--- config.mk ---
export PLATFORM = sky130hd
export DESIGN_NAME = v3n_div_lane
export DESIGN_NICKNAME = d
export VERILOG_FILES = /design/src/sv/v3n_pkg.sv /design/src/sv/v3n_div_lane.sv
export SDC_FILE = /design/constraint.sdc
export NUM_CORES = 2
export LEC_CHECK = 0
export ABC_CLOCK_PERIOD_IN_PS = 4000
export BUFFER_PORTS_ARGS = -buffer_cell sky130_fd_sc_hd__buf_2
export CORE_MARGIN = 4
export CORE_UTILIZATION = 25
export CTS_CLUSTER_SIZE = 14
export DETAILED_ROUTE_END_ITERATION = 16
export PLACE_DENSITY = 0.49
export SYNTH_ARGS = -nofsm -noshare
export SYNTH_HDL_FRONTEND = slang
export SYNTH_SLANG_ARGS = --single-unit
--- constraint.sdc ---
create_clock -name clock -period 4 [get_ports clock]
set_input_delay 0.4 -clock clock [delete_from_list [all_inputs] [get_ports clock]]
set_output_delay 0.4 -clock clock [all_outputs]
set_load 0.01 [all_outputs]
--- src/sv/v3n_pkg.sv ---
// ----------------------------------------------------------------------------
// v3n_pkg
// shared widths and types for the vector normalizer
// ----------------------------------------------------------------------------
package v3n_pkg;
   localparam int COMP_W = 32;
   localparam int UNIT_W = 18;
   localparam int TINY_W = 16;
   localparam int SQ_W   = 64;
   localparam int LEN_W  = 32;
   localparam logic signed [UNIT_W-1:0] UNIT_MAX = 18'sd131071;

   typedef struct packed {
      logic [COMP_W-1:0] mag;
      logic              neg;
   } lane_type;
endpackage

--- src/sv/v3n_div_lane.sv ---
// ----------------------------------------------------------------------------
// v3n_div_lane
// one lane: pipelined restoring divide of a component by the length
// ----------------------------------------------------------------------------
module v3n_div_lane
   import v3n_pkg::*;
#(
   parameter int FRAC_BITS = 16
) (
   input  logic             clock,
   input  logic             adv,
   input  lane_type         in_lane,
   input  logic [LEN_W-1:0] in_len,
   output logic [UNIT_W-1:0] out_unit
);
   // quotient is at most 2^FRAC_BITS, FRAC_BITS+1 bits
   localparam int QB = FRAC_BITS + 1;
   localparam int RW = LEN_W + 1;

   logic [RW-1:0]    rem_ff [QB+1];
   logic [LEN_W-1:0] den_ff [QB+1];
   logic [QB-1:0]    quo_ff [QB+1];
   logic             neg_ff [QB+1];

   always_comb begin
      // mag <= len, so the leading part is mag itself with the top quotient bits zero
      rem_ff[0] = {1'b0, in_lane.mag};
      den_ff[0] = in_len;
      quo_ff[0] = '0;
      neg_ff[0] = in_lane.neg;
   end

   for (genvar s = 0; s < QB; s++) begin : g_stage
      logic [RW-1:0] cand;
      logic [RW-1:0] rem_in;
      logic          bit_q;
      always_comb begin
         if (s == 0) begin
            cand = rem_ff[s];
         end else begin
            cand = {rem_ff[s][RW-2:0], 1'b0};
         end
         bit_q  = cand >= {1'b0, den_ff[s]};
         rem_in = bit_q ? cand - {1'b0, den_ff[s]} : cand;
      end
      always_ff @(posedge clock) begin
         if (adv) begin
            rem_ff[s+1] <= rem_in;
            den_ff[s+1] <= den_ff[s];
            quo_ff[s+1] <= {quo_ff[s][QB-2:0], bit_q};
            neg_ff[s+1] <= neg_ff[s];
         end
      end
   end

   logic [UNIT_W-1:0] sat;
   always_comb begin
      if ({{(32-QB){1'b0}}, quo_ff[QB]} > 32'(UNIT_MAX)) begin
         sat = UNIT_MAX;
      end else begin
         sat = UNIT_W'(quo_ff[QB]);
      end
      out_unit = neg_ff[QB] ? (~sat + 1'b1) : sat;
   end
endmodule

### Word level (Yosys, flattened, before mapping)

Cells that the tools add are included.

| operators by class | value |
|---|---|
| $add $sub $neg | 17 |
| bitwise gates (word level) | 1 |
| muxes and demuxes | 17 |
| order comparisons | 17 |

Operators with widths:

| operator | number |
|---|---|
| $ge 33x32->1 | 16 |
| $mux 32 | 16 |
| $sub 32x32->32 | 16 |
| $ge 32x32->1 | 1 |
| $add 18x1->18 const B | 1 |
| $mux 18 | 1 |
| $not 17->18 | 1 |

| storage, ports and cells | value |
|---|---|
| bits in registers | 1194 |
| input port bits | 67 |
| output and inout port bits | 18 |

### Depth between registers and ports, before layout

| logic depth | value |
|---|---|
| word-level depth | 3 |
| mapped depth | 15 |

### Worst setup path before layout

No wires, ideal clock.

| timing | value |
|---|---|
| path type | input to register |
| start | input port in_lane[1] (netlist bit) |
| end | register rem_ff (netlist bit g_stage[1].cand[26]), data pin |
| stages | 14 |
| arrival | 3.321 ns |
| buffers on the path | 1 |
| setup slack | 0.419 ns |
| cells stage by stage | inv_1 > ha_1 > fa_1 > nor2b_1 > o21ai_1 > a21boi_1 > o211ai_1 > a211oi_2 > nor2_1 > a311oi_2 > o211ai_1 > a31oi_2 > buf_4 > mux2_2 |

| on the way | value |
|---|---|
| word-level cells in the longest chain between the ends | 2 |

RTL lines:

| element | line | text |
|---|---|---|
| start: declaration | v3n_div_lane.sv:12 | `input lane_type in_lane,` |
| $ge 32x32->1 | v3n_div_lane.sv:43 | `bit_q = cand >= {1'b0, den_ff[s]};` |
| via g_stage[0].bit_q | v3n_div_lane.sv:36 | `logic bit_q;` |
| $mux 32 | v3n_div_lane.sv:44 | `rem_in = bit_q ? cand - {1'b0, den_ff[s]} : cand;` |
| via g_stage[0].rem_in[25] | v3n_div_lane.sv:35 | `logic [RW-1:0] rem_in;` |
| end signal: indexed assignment | v3n_div_lane.sv:48 | `rem_ff[s+1] <= rem_in;` |
| end: declaration | v3n_div_lane.sv:20 | `logic [RW-1:0] rem_ff [QB+1];` |

The timed path passes the listed nets, and every way through them passes these cells.
A chain may end at the register's enable or synchronous reset.

### Worst setup path after layout

| timing | value |
|---|---|
| start | register rem_ff (netlist bit g_stage[3].cand[6]) |
| end | register rem_ff (netlist bit g_stage[4].cand[28]), data pin |

| on the way | value |
|---|---|
| word-level cells in the longest chain between the ends | 2 |

RTL lines:

| element | line |
|---|---|
| $sub 32x32->32 or $ge 33x32->1 (tied branches) | v3n_div_lane.sv:44, v3n_div_lane.sv:43 |
| $mux 32 * | v3n_div_lane.sv:44 |
| via g_stage[3].rem_in[27] | v3n_div_lane.sv:35 |

Mark *: on every way through the listed nets, which the timed path passes. The rest lies on a longest branch.

==> impl_metrics.toml <==
[timing]
rsz0062_at_grt = "no"
fin_crit_ns = 3.87
setup_viol = 0
relSlewSlack_pct = 38.2
fin_ws_ns = 0.127
drv_slew = 0
finalHoldViolCount = 0
clock.fmax_ghz = 0.258
min_period_over_period_pct = 96.8
tns_ns = 0
tightest_slew_ns = 0.926
fin_skew_ns = 0.0237

[synthesis]
yosys_warnings = 0
synth_top_area_cell = "edfxtp_1"
ys_ff_latch = 1194
synth_top_family_by_area = "compound AO/OA/AOI/OAI gates"
synth_area_per_cell_um2 = 11.1
muxShareOfSynthArea_pct = 4.33
synth_common_cells = "1194 x edfxtp_1, 705 x inv_1, 544 x ha_1"
synth_cell_type_count = 96
ys.flop_type = "edfxtp_1"
yosysMostFrequentCell = "edfxtp_1"
syn-cell-area_mm2 = 0.0705
yosys.area.top_type_share_pct = 50.8
async_flop_share_pct = 0
yosys.area_share.simple_pct = 9.31
synth-compound-area-share_pct = 15.3
synth_nets = 6980
synth-edff-count = 1194
postSynthCellCount = 6353
ys_seq_area_share_pct = 50.8
synth_xor_area_share_pct = 5.50
synth_fa_ha_area_share_pct = 10.1
yosys-top-cells-area = "edfxtp_1 51%, ha_1 9.6%, inv_1 3.8%, xnor2_1 3.6%, mux2_2 3.5%"

[die]
io_pins = 85
die_h_um = 539
dieArea_mm2 = 0.291
die_width_um = 539
row_count = 194
core_area_mm2 = 0.280
initial_core_util_pct = 25.2

[setup_path]
cp.arrival_ns = 4.48
r2r_slack_ns = 0.13
cp-end-kind = "flip-flop"
crit_path_max_fanout = 4
cp-start-kind = "flip-flop"
reg2reg_from = "g_stage[3].cand[6]$_DFFE_PP_"
cp.required_ns = 4.61
critical_path_class = "flip-flop to flip-flop"
critPathLaunch = "g_stage[3].cand[6]$_DFFE_PP_"

[layout]
layout-drive-gt1-share_pct = 10.9
multi_input_area_mm2 = 0.0315
area_delta_synth_final_pct = 15.5
final_util_pct = 29.1
fin_nets = 7281
nFillCells = 28600
regArea_mm2 = 0.0359
design_area_mm2 = 0.0815

[grt]
grt_pass1_wl_um = 253000
grt_max_degree = 101
grt_usage_pct = 10.6
grt_pass1_vias = 49300
grt_antenna_before_repair = 2
gr-total-overflow = 0

[pwr]
p_leak_uw = 0.0331
peakVddDrop_mv = 0.316
power.density_mw_per_mm2 = 767

[routing]
viasPerCell = 4.50
drtPass1Iterations = 5
wire_per_inst_um = 15.0
via_count = 47100
drc_errors = 0
first_iter_violations = 2255
ant_nets = 0
routed_wl_um = 157000

[run]
cap_violations = 0

[clocking]
cts.sinks = 1194
insertion_delay_ns = 0.76
post_cts_buffers = 0
cts_made_buffers = 137
clk_pin_slew_ns = 0.06
htreeDepth = 4
clk_path_buf_depth = 3
cts_tree = "yes"
cts_root_buf = "clkbuf_16"

[placement]
hpwl_um = 122000
pre_cts_ws_ns = 0.0466
placed_area_mm2 = 0.0767
place.gp.congestion = 0.941
io_buffers = 84

[worst_hold_path]
hp-start = "adv"
hp-class = "primary input to flip-flop"

[run_status]
outcome = "complete, no violations"
registers in the layout (all words and copies together), names as in the netlist:
name	cells
g_stage.cand	512
den_ff	512
neg_ff	17
quo_ff	153
metal layers:
metal | wire length, um | GRT usage (%)
met1 | 63500 | 11.4
met2 | 78200 | 19.4
met5 | 0 | 0
met3 | 4710 | 1.52
met4 | 10200 | 6.64
kinds of logic after synthesis:
logic type	after synthesis
XOR/XNOR	443
multiplexers	264
adder cells (fa/ha/maj)	560
buffers and inverters	852
AO/OA/AOI/OAI	1675
flip-flops	1194
AND/OR/NAND/NOR	1365
cells in the final DEF (no fill, tap or decap), types with 156 or more instances in the layout:
| master | instances |
|---|---|
| inv_1 | 705 |
| nor2_1 | 335 |
| nand2_1 | 414 |
| xor2_1 | 156 |
| o21ai_0 | 365 |
| edfxtp_1 | 1194 |
| a21oi_1 | 477 |
| ha_1 | 544 |
| a21o_1 | 304 |
| mux2_2 | 220 |
| xnor2_1 | 287 |
report_power, final:
part | switching, uW | total [uW] | internal (uW) | leakage (uW)
combinational | 16500 | 30400 | 13900 | 0.0194
clock | 4910 | 11500 | 6630 | 0.00198
sequential | 1750 | 20500 | 18800 | 0.0117
total | 23100 | 62500 | 39300 | 0.0331
worst paths after layout:
kind | to | depth (start not counted)
max reg2reg | g_stage[4].cand[28]$_DFFE_PP_ | 12
max | g_stage[4].cand[28]$_DFFE_PP_ | 12
min reg2reg | quo_ff[190]$_DFFE_PP_ | 0
min | den_ff[33]$_DFFE_PP_ | 1
worst max-delay path, cell delays in order (launching register included):
cell and delay, ns:
edfxtp_1 0.41, ha_1 0.33, a21o_1 0.18, a211oi_1 0.28, nand4b_1 0.23, a31oi_1 0.39
o31ai_2 0.20, a2111oi_4 0.49, o21ai_0 0.28, buf_4 0.21, a2111oi_0 0.43, a311o_1 0.16
mux2_2 0.14
area by class of cell:
| cell class | count | area share [%] |
|---|---|---|
| sequential | 1194 | 44.0 |
| multi-input combinational | 4307 | 38.7 |
| tap | 3724 | 5.72 |
| clock buffer | 175 | 4.54 |
| timing repair buffer | 309 | 3.30 |
| inverter | 705 | 3.25 |
| clock inverter | 61 | 0.476 |
| antenna | 1 | 0.00307 |
through the flow:
step	total power [uW]	std cells	hold slack (ns)
finish	62500	10500	0.118
CTS	63000	10500	0.0922
detailed placement	51000	10200	0.405
global route	67400	10500	0.105
global placement	50600	10200	0.400
floorplan	42900	6353	0.400
timing repair:
| item | in CTS | in global routing |
|---|---|---|
| hold buffers | 65 | 0 |
| hold endpoints to repair | 65 | 0 |
| setup endpoints to repair | 0 | 85 |
| gates resized for setup | 0 | 7 |
Power figures use the tool's default switching activity.
