[config.mk]
export PLATFORM = sky130hd
export DESIGN_NAME = v3n_sqrt
export DESIGN_NICKNAME = d
export VERILOG_FILES = /design/src/sv/v3n_pkg.sv /design/src/sv/v3n_sqrt.sv
export SDC_FILE = /design/constraint.sdc
export NUM_CORES = 2
export LEC_CHECK = 0
export BUFFER_PORTS_ARGS = -buffer_cell sky130_fd_sc_hd__buf_2
export CORE_MARGIN = 2
export CORE_UTILIZATION = 60
export CTS_BUF_LIST = sky130_fd_sc_hd__clkbuf_8
export CTS_CLUSTER_DIAMETER = 40
export DETAILED_ROUTE_END_ITERATION = 8
export PLACE_DENSITY = 0.78
export SLEW_MARGIN = 10
export SYNTH_ARGS = -nofsm -noshare
export SYNTH_HDL_FRONTEND = slang
export SYNTH_SLANG_ARGS = --single-unit
[constraint.sdc]
create_clock -name clock -period 4.5 [get_ports clock]
set_input_delay 1.35 -clock clock [delete_from_list [all_inputs] [get_ports clock]]
set_output_delay 1.35 -clock clock [all_outputs]
set_load 0.01 [all_outputs]
[src/sv/v3n_pkg.sv]
// ----------------------------------------------------------------------------
// v3n_pkg
// shared widths and types for the vector normalizer
// ----------------------------------------------------------------------------
package v3n_pkg;
   localparam int COMP_W = 32;
   localparam int UNIT_W = 18;
   localparam int TINY_W = 16;
   localparam int SQ_W   = 64;
   localparam int LEN_W  = 32;
   localparam logic signed [UNIT_W-1:0] UNIT_MAX = 18'sd131071;

   typedef struct packed {
      logic [COMP_W-1:0] mag;
      logic              neg;
   } lane_type;
endpackage

[src/sv/v3n_sqrt.sv]
// ----------------------------------------------------------------------------
// v3n_sqrt
// pipelined integer square root, one result bit per stage
// ----------------------------------------------------------------------------
module v3n_sqrt
   import v3n_pkg::*;
#(
   parameter int TAG_W = 8
) (
   input  logic             clock,
   input  logic             reset,
   input  logic             adv,
   input  logic             in_vld,
   input  logic [SQ_W-1:0]  in_val,
   input  logic [TAG_W-1:0] in_tag,
   output logic             out_vld,
   output logic [LEN_W-1:0] out_root,
   output logic [TAG_W-1:0] out_tag
);
   localparam int N = LEN_W;

   logic [SQ_W-1:0]  rem_ff  [N+1];
   logic [LEN_W-1:0] root_ff [N+1];
   logic [TAG_W-1:0] tag_ff  [N+1];
   logic             vld_ff  [N+1];

   always_comb begin
      rem_ff[0]  = in_val;
      root_ff[0] = '0;
      tag_ff[0]  = in_tag;
      vld_ff[0]  = in_vld;
   end

   for (genvar s = 0; s < N; s++) begin : g_stage
      localparam int B = N - 1 - s;
      logic [SQ_W+1:0] trial;
      logic [SQ_W-1:0] rem_in;
      logic [LEN_W-1:0] root_in;
      always_comb begin
         // trial = (2*root*2^B + 2^(2B)) compared with remainder
         trial = ({2'b0, 32'b0, root_ff[s]} << (B + 1)) + ({2'b0, 64'd1} << (2 * B));
         if ({2'b0, rem_ff[s]} >= trial) begin
            rem_in  = rem_ff[s] - trial[SQ_W-1:0];
            root_in = root_ff[s] | (LEN_W'(1) << B);
         end else begin
            rem_in  = rem_ff[s];
            root_in = root_ff[s];
         end
      end
      always_ff @(posedge clock) begin
         if (reset) begin
            vld_ff[s+1] <= 1'b0;
         end else if (adv) begin
            vld_ff[s+1] <= vld_ff[s];
         end
         if (adv) begin
            rem_ff[s+1]  <= rem_in;
            root_ff[s+1] <= root_in;
            tag_ff[s+1]  <= tag_ff[s];
         end
      end
   end

   assign out_vld  = vld_ff[N];
   assign out_root = root_ff[N];
   assign out_tag  = tag_ff[N];
endmodule

# Yosys cells after proc, flatten, opt, wreduce, memory -nomap -nowiden
# Index checks and enable logic that the tools add are counted.
[totals]
regBits = 3296
input_bits = 76
output_inout_bits = 41
[classes]
n_addsub = 62
order_cmp = 32
muxes = 32
[op_table]
columns = ["op", "n"]
rows = [
  ["$mux W64", 31],
  ["$add A63 B61 Y64 const B", 1],
  ["$ge A64 B34 Y1", 1],
  ["$ge A64 B35 Y1", 1],
  ["$ge A64 B36 Y1", 1],
  ["$ge A64 B37 Y1", 1],
  ["$ge A64 B38 Y1", 1],
  ["$ge A64 B39 Y1", 1],
  ["$ge A64 B40 Y1", 1],
  ["$ge A64 B41 Y1", 1],
  ["$ge A64 B42 Y1", 1],
  ["$ge A64 B43 Y1", 1],
  ["$ge A64 B44 Y1", 1],
  ["$ge A64 B45 Y1", 1],
  ["$ge A64 B46 Y1", 1],
  ["$ge A64 B47 Y1", 1],
  ["$ge A64 B48 Y1", 1],
  ["$ge A64 B49 Y1", 1],
  ["$ge A64 B50 Y1", 1],
  ["$ge A64 B51 Y1", 1],
  ["$ge A64 B52 Y1", 1],
  ["$ge A64 B53 Y1", 1],
  ["$ge A64 B54 Y1", 1],
  ["$ge A64 B55 Y1", 1],
  ["other kinds (72)", 72],
]

# Depth between registers and ports, before layout
[depth]
depth_word = 3
depth_mapped = 15
depth_no_buf = 13

# Worst setup path before layout
# No wires, ideal clock.
[synth_timing]
path_type = "flip-flop to flip-flop"
startpoint = "register rem_ff[333] (netlist bit)"
endpoint = "register rem_ff[317] (netlist bit) (data pin)"
t_arrival_ns = 3.329
required_ns = 4.242
path_slack_ns = 0.913
stages_incl_launch_ff = 12
synth_period_minus_slack_ns = 3.587
cell_sequence = "edfxtp_1 -> ha_1 -> a21oi_1 -> o21ai_0 -> or3_1 -> a221o_1 -> a2111o_1 -> a31o_2 -> a2111oi_4 -> nand2_1 -> or3_1 -> xnor2_1"
[synth_between]
elab_chain_len = 2
[synth_lines]
columns = ["element", "line_no", "text"]
rows = [
  ["start: declaration", "v3n_sqrt.sv:22", "logic [SQ_W-1:0] rem_ff [N+1];"],
  ["start signal: indexed assignment", "v3n_sqrt.sv:57", "rem_ff[s+1] <= rem_in;"],
  ["$sub A64 B38 Y64 or $ge A64 B38 Y1 (tied branches)", "v3n_sqrt.sv:43, v3n_sqrt.sv:42", ""],
  ["$mux W64 *", "v3n_sqrt.sv:42", "if ({2'b0, rem_ff[s]} >= trial) begin"],
  ["net g_stage[27].rem_in[61]", "v3n_sqrt.sv:37", "logic [SQ_W-1:0] rem_in;"],
]
# The timed path passes the listed nets; every way through them passes the cells marked *.
# A chain may end at the register's enable or synchronous reset.

# Worst setup path in the final report
[layout_timing]
startpoint = "register root_ff[222] (netlist bit)"
endpoint = "register rem_ff[377] (netlist bit) (data pin)"
[layout_between]
elab_chain_len = 3
[layout_lines]
columns = ["element", "line_no", "text"]
rows = [
  ["start: declaration", "v3n_sqrt.sv:23", "logic [LEN_W-1:0] root_ff [N+1];"],
  ["start signal: indexed assignment", "v3n_sqrt.sv:58", "root_ff[s+1] <= root_in;"],
  ["$add A38 B11 Y39 *", "v3n_sqrt.sv:41", "trial = ({2'b0, 32'b0, root_ff[s]} << (B + 1)) + ({2'b0, 64'd1} << (2 * B));"],
  ["$sub A64 B39 Y64 or $ge A64 B39 Y1 (tied branches)", "v3n_sqrt.sv:43, v3n_sqrt.sv:42", ""],
  ["$mux W64 *", "v3n_sqrt.sv:42", ""],
  ["net g_stage[26].rem_in[57]", "v3n_sqrt.sv:37", ""],
]
# Marks and branches as above.

==> impl_metrics.py <==
metrics = {
    "run_status": {
        "status": "finished clean",
    },
    "grt": {
        "grt_pass1_wl_mm": 486,
        "gr-total-overflow": 0,
        "grt_pass1_vias": 81000,
        "grtUsageTotal_pct": 29.6,
        "grt_start_max_net_pins": 163,
        "antenna_found_initial": 14,
    },
    "finish": {
        "multi_input_area_mm2": 0.0417,
        "post-route-util_pct": 67.0,
        "postLayoutCellArea_mm2": 0.143,
        "fillCellCount": 15100,
        "nets": 11100,
        "mostFrequentLayoutCell": "edfxtp_1",
        "syn2layout_area_growth_pct": 11.2,
        "drive_gt1_share_pct": 10.0,
        "seqCellArea_mm2": 0.0838,
        "final_cell_mix": "2768 x edfxtp_1, 797 x inv_1, 735 x nor2_1, 698 x a21oi_1, 559 x nand2_1",
    },
    "synth": {
        "yosysSeqAreaShare_pct": 65.0,
        "synthTopCellsByArea": "edfxtp_1 65%, ha_1 5.4%, xnor2_1 3.5%, a21oi_1 2.7%, xor2_1 2.6%",
        "synth_nets": 10500,
        "yosysTopAreaCell": "edfxtp_1",
        "ys.flop_type": "edfxtp_1",
        "synth_warnings": 0,
        "ys_types": 91,
        "synth_top_area_share_pct": 64.5,
        "synth_cells": 9898,
        "ys_async_sr_fraction_pct": 0,
        "synth.ff_latch_count": 2800,
        "synth_edf_count": 2768,
        "syn_area_per_cell_um2": 13.0,
        "syn_area_mm2": 0.129,
    },
    "pwr": {
        "peakVddDrop_v": 0.000373,
        "powerDensity_mw_per_mm2": 512,
        "p_leak_nw": 54.5,
    },
    "timing": {
        "post-route-period-util_pct": 94.8,
        "fmax_mhz": 234,
        "max_slew_margin_pct": 20.6,
        "fin_skew_ps": 106,
        "worst_pin_slew_ps": 1180,
        "tns_ps": 0,
        "setup_viol": 0,
        "period_minus_slack_ps": 4270,
        "fin_hold_ws_ps": 380,
        "slew_violations": 0,
        "grt_setup_unrepaired": "false",
        "final_hold_viol_count": 0,
    },
    "cts": {
        "clk-insertion-delay-late_ps": 1160,
        "numCtsBuffers": 470,
        "cts_sinks": 2800,
        "clk_pin_slew_worst_paths_ps": 60,
        "cts_tree": "yes",
        "cts_buffer_depth": 4,
        "root_buffer": "clkbuf_8",
        "h-tree-depth": 5,
    },
    "drt": {
        "drc": 0,
        "via_per_inst": 6.04,
        "num_vias": 82600,
        "dr.pass1.iters": 8,
        "drtAntennaViolNets": 0,
        "finalWirelength_mm": 327,
        "wl_per_cell_um": 23.9,
        "drt_iter0_drc": 7587,
    },
    "setup_path": {
        "crit_fanout": 10,
        "worst_path_max_delay_cell": "nor4bb_2",
        "critPathMaxStageDelay_ps": 620,
        "r2r_end": "rem_ff[377]",
        "ff2ff_setup_slack_ps": 230,
        "worstPathRequired_ps": 5350,
        "reg2reg_from": "root_ff[222]",
        "cp.arrival_ps": 5120,
        "crit_type": "register to register",
        "reg2reg_depth": 12,
        "cp-end-kind": "register",
        "cp-start-kind": "register",
        "cp_cell_sequence": "inv_1, ha_1, nor4bb_2, nor2b_1, nand4_1, a21oi_1, nor3_4, a2111oi_0, a21o_1, and2_0, nand4b_1, xnor2_1",
    },
    "floorplanning": {
        "core_mm2": 0.214,
        "ios": 117,
        "start_util_pct": 60.2,
        "dieWidth_um": 467,
        "die_area_mm2": 0.218,
        "row_count": 170,
        "die_h_um": 467,
    },
    "worst_hold_path": {
        "min_path_type": "register to register",
        "holdPathEnd": "tag_ff[203]",
        "holdPathStages": 0,
        "hold_start": "tag_ff[211]",
    },
    "place": {
        "dpl-instance-area_mm2": 0.134,
        "io_buffers": 116,
        "post-dp-hpwl_mm": 246,
        "place_congestion": 0.972,
    },
    "flow_run": {
        "cap_violations": 0,
    },
}
## registers in the layout, summed over array words and instances, names as in the netlist
name	count
out_root	32
out_tag	8
rem_ff	1984
vld_ff	31
out_vld	1
tag_ff	248
root_ff	496
## per-layer routing
metal	vias to the layer above	global-route usage (%)	wire length (um)	part of all wire [%]
li1	38300	-	-	-
met1	40100	34.2	119000	36
met2	3290	50.9	163000	50
met3	903	5.38	21300	6.5
met4	8	18.7	23400	7.1
met5	-	0	56	0.017
## synth_stat cells, types with 53 or more instances
cell      number
nor4_1       336
xnor2_1      513
mux2_2        82
o21a_1        94
nand3_1      142
or4_1         56
nand2_1      559
or3_1         81
inv_1        696
ha_1         558
a31oi_1       53
nor3_1       270
o21ai_0      353
edfxtp_1    2768
clkbuf_1     166
o21bai_1      61
nand4_1      160
nor2b_1       73
a21o_1       216
a21oi_1      700
nor2_1       735
nand2b_1     134
xor2_1       381
## critical path: cells and delay by family, from the launching register on
family	cells	cell delay, ps
AND/OR/NAND/NOR	6	1730
AO/OA/AOI/OAI	3	1060
adder cells (fa/ha/maj)	1	500
flip-flops	1	430
XOR/XNOR	1	280
buffers and inverters	1	60
## cell families after synthesis
| logic type | count (synthesis) | synth area share [%] |
|---|---|---|
| xor gates and xnor gates | 894 | 6.08 |
| adders and majority gates | 558 | 5.42 |
| DFF | 2800 | 65.0 |
| muxes | 129 | 1.08 |
| buffers and inverters | 897 | 2.65 |
| AOI/OAI and AO/OA | 1771 | 8.42 |
| and+or+nand+nor | 2849 | 11.3 |
## how the worst max path moves through the flow
stage	start	to	slack (ps)	depth (start not counted)
floorplan	rem_ff[333]	rem_ff[317]	910	11
global placement	root_ff[189]	rem_ff[302]	100	12
detailed placement	root_ff[189]	rem_ff[310]	130	12
CTS	root_ff[222]	rem_ff[377]	100	12
global route	rem_ff[199]	rem_ff[179]	20	12
finish	root_ff[222]	rem_ff[377]	230	12
## where the power goes
part	internal (W)	leakage, nW	switching (W)
combinational	0.00612	22.4	0.00898
clock	0.0122	5.11	0.0103
sequential	0.0329	26.9	0.00289
## per-stage QoR
stage | setup slack [ps] | power, W | std cells
after CTS | 101 | 0.0735 | 13700
after floorplan | 913 | 0.0452 | 9898
after detailed placement | 128 | 0.0509 | 12800
final | 232 | 0.0733 | 13700
after global routing | 23.2 | 0.0764 | 13700
after global placement | 99.2 | 0.0506 | 12800
## cell type report
| type | count | area share (%) |
|---|---|---|
| clock inverter | 368 | 1.91 |
| antenna | 19 | 0.0332 |
| inverter | 700 | 1.83 |
| tap | 2838 | 2.48 |
| timing repair buffer | 282 | 1.55 |
| multi-input combinational | 6201 | 29.1 |
| sequential | 2800 | 58.5 |
| clock buffer | 479 | 4.60 |
## repair_timing
item / 4_1_cts / 5_1_grt
resized for setup: 0 / 3
setup buffers: 0 / 0
hold buffers: 0 / 0
setup endpoints to repair: 0 / 12
Note: power is estimated with default switching activity, not from simulation.
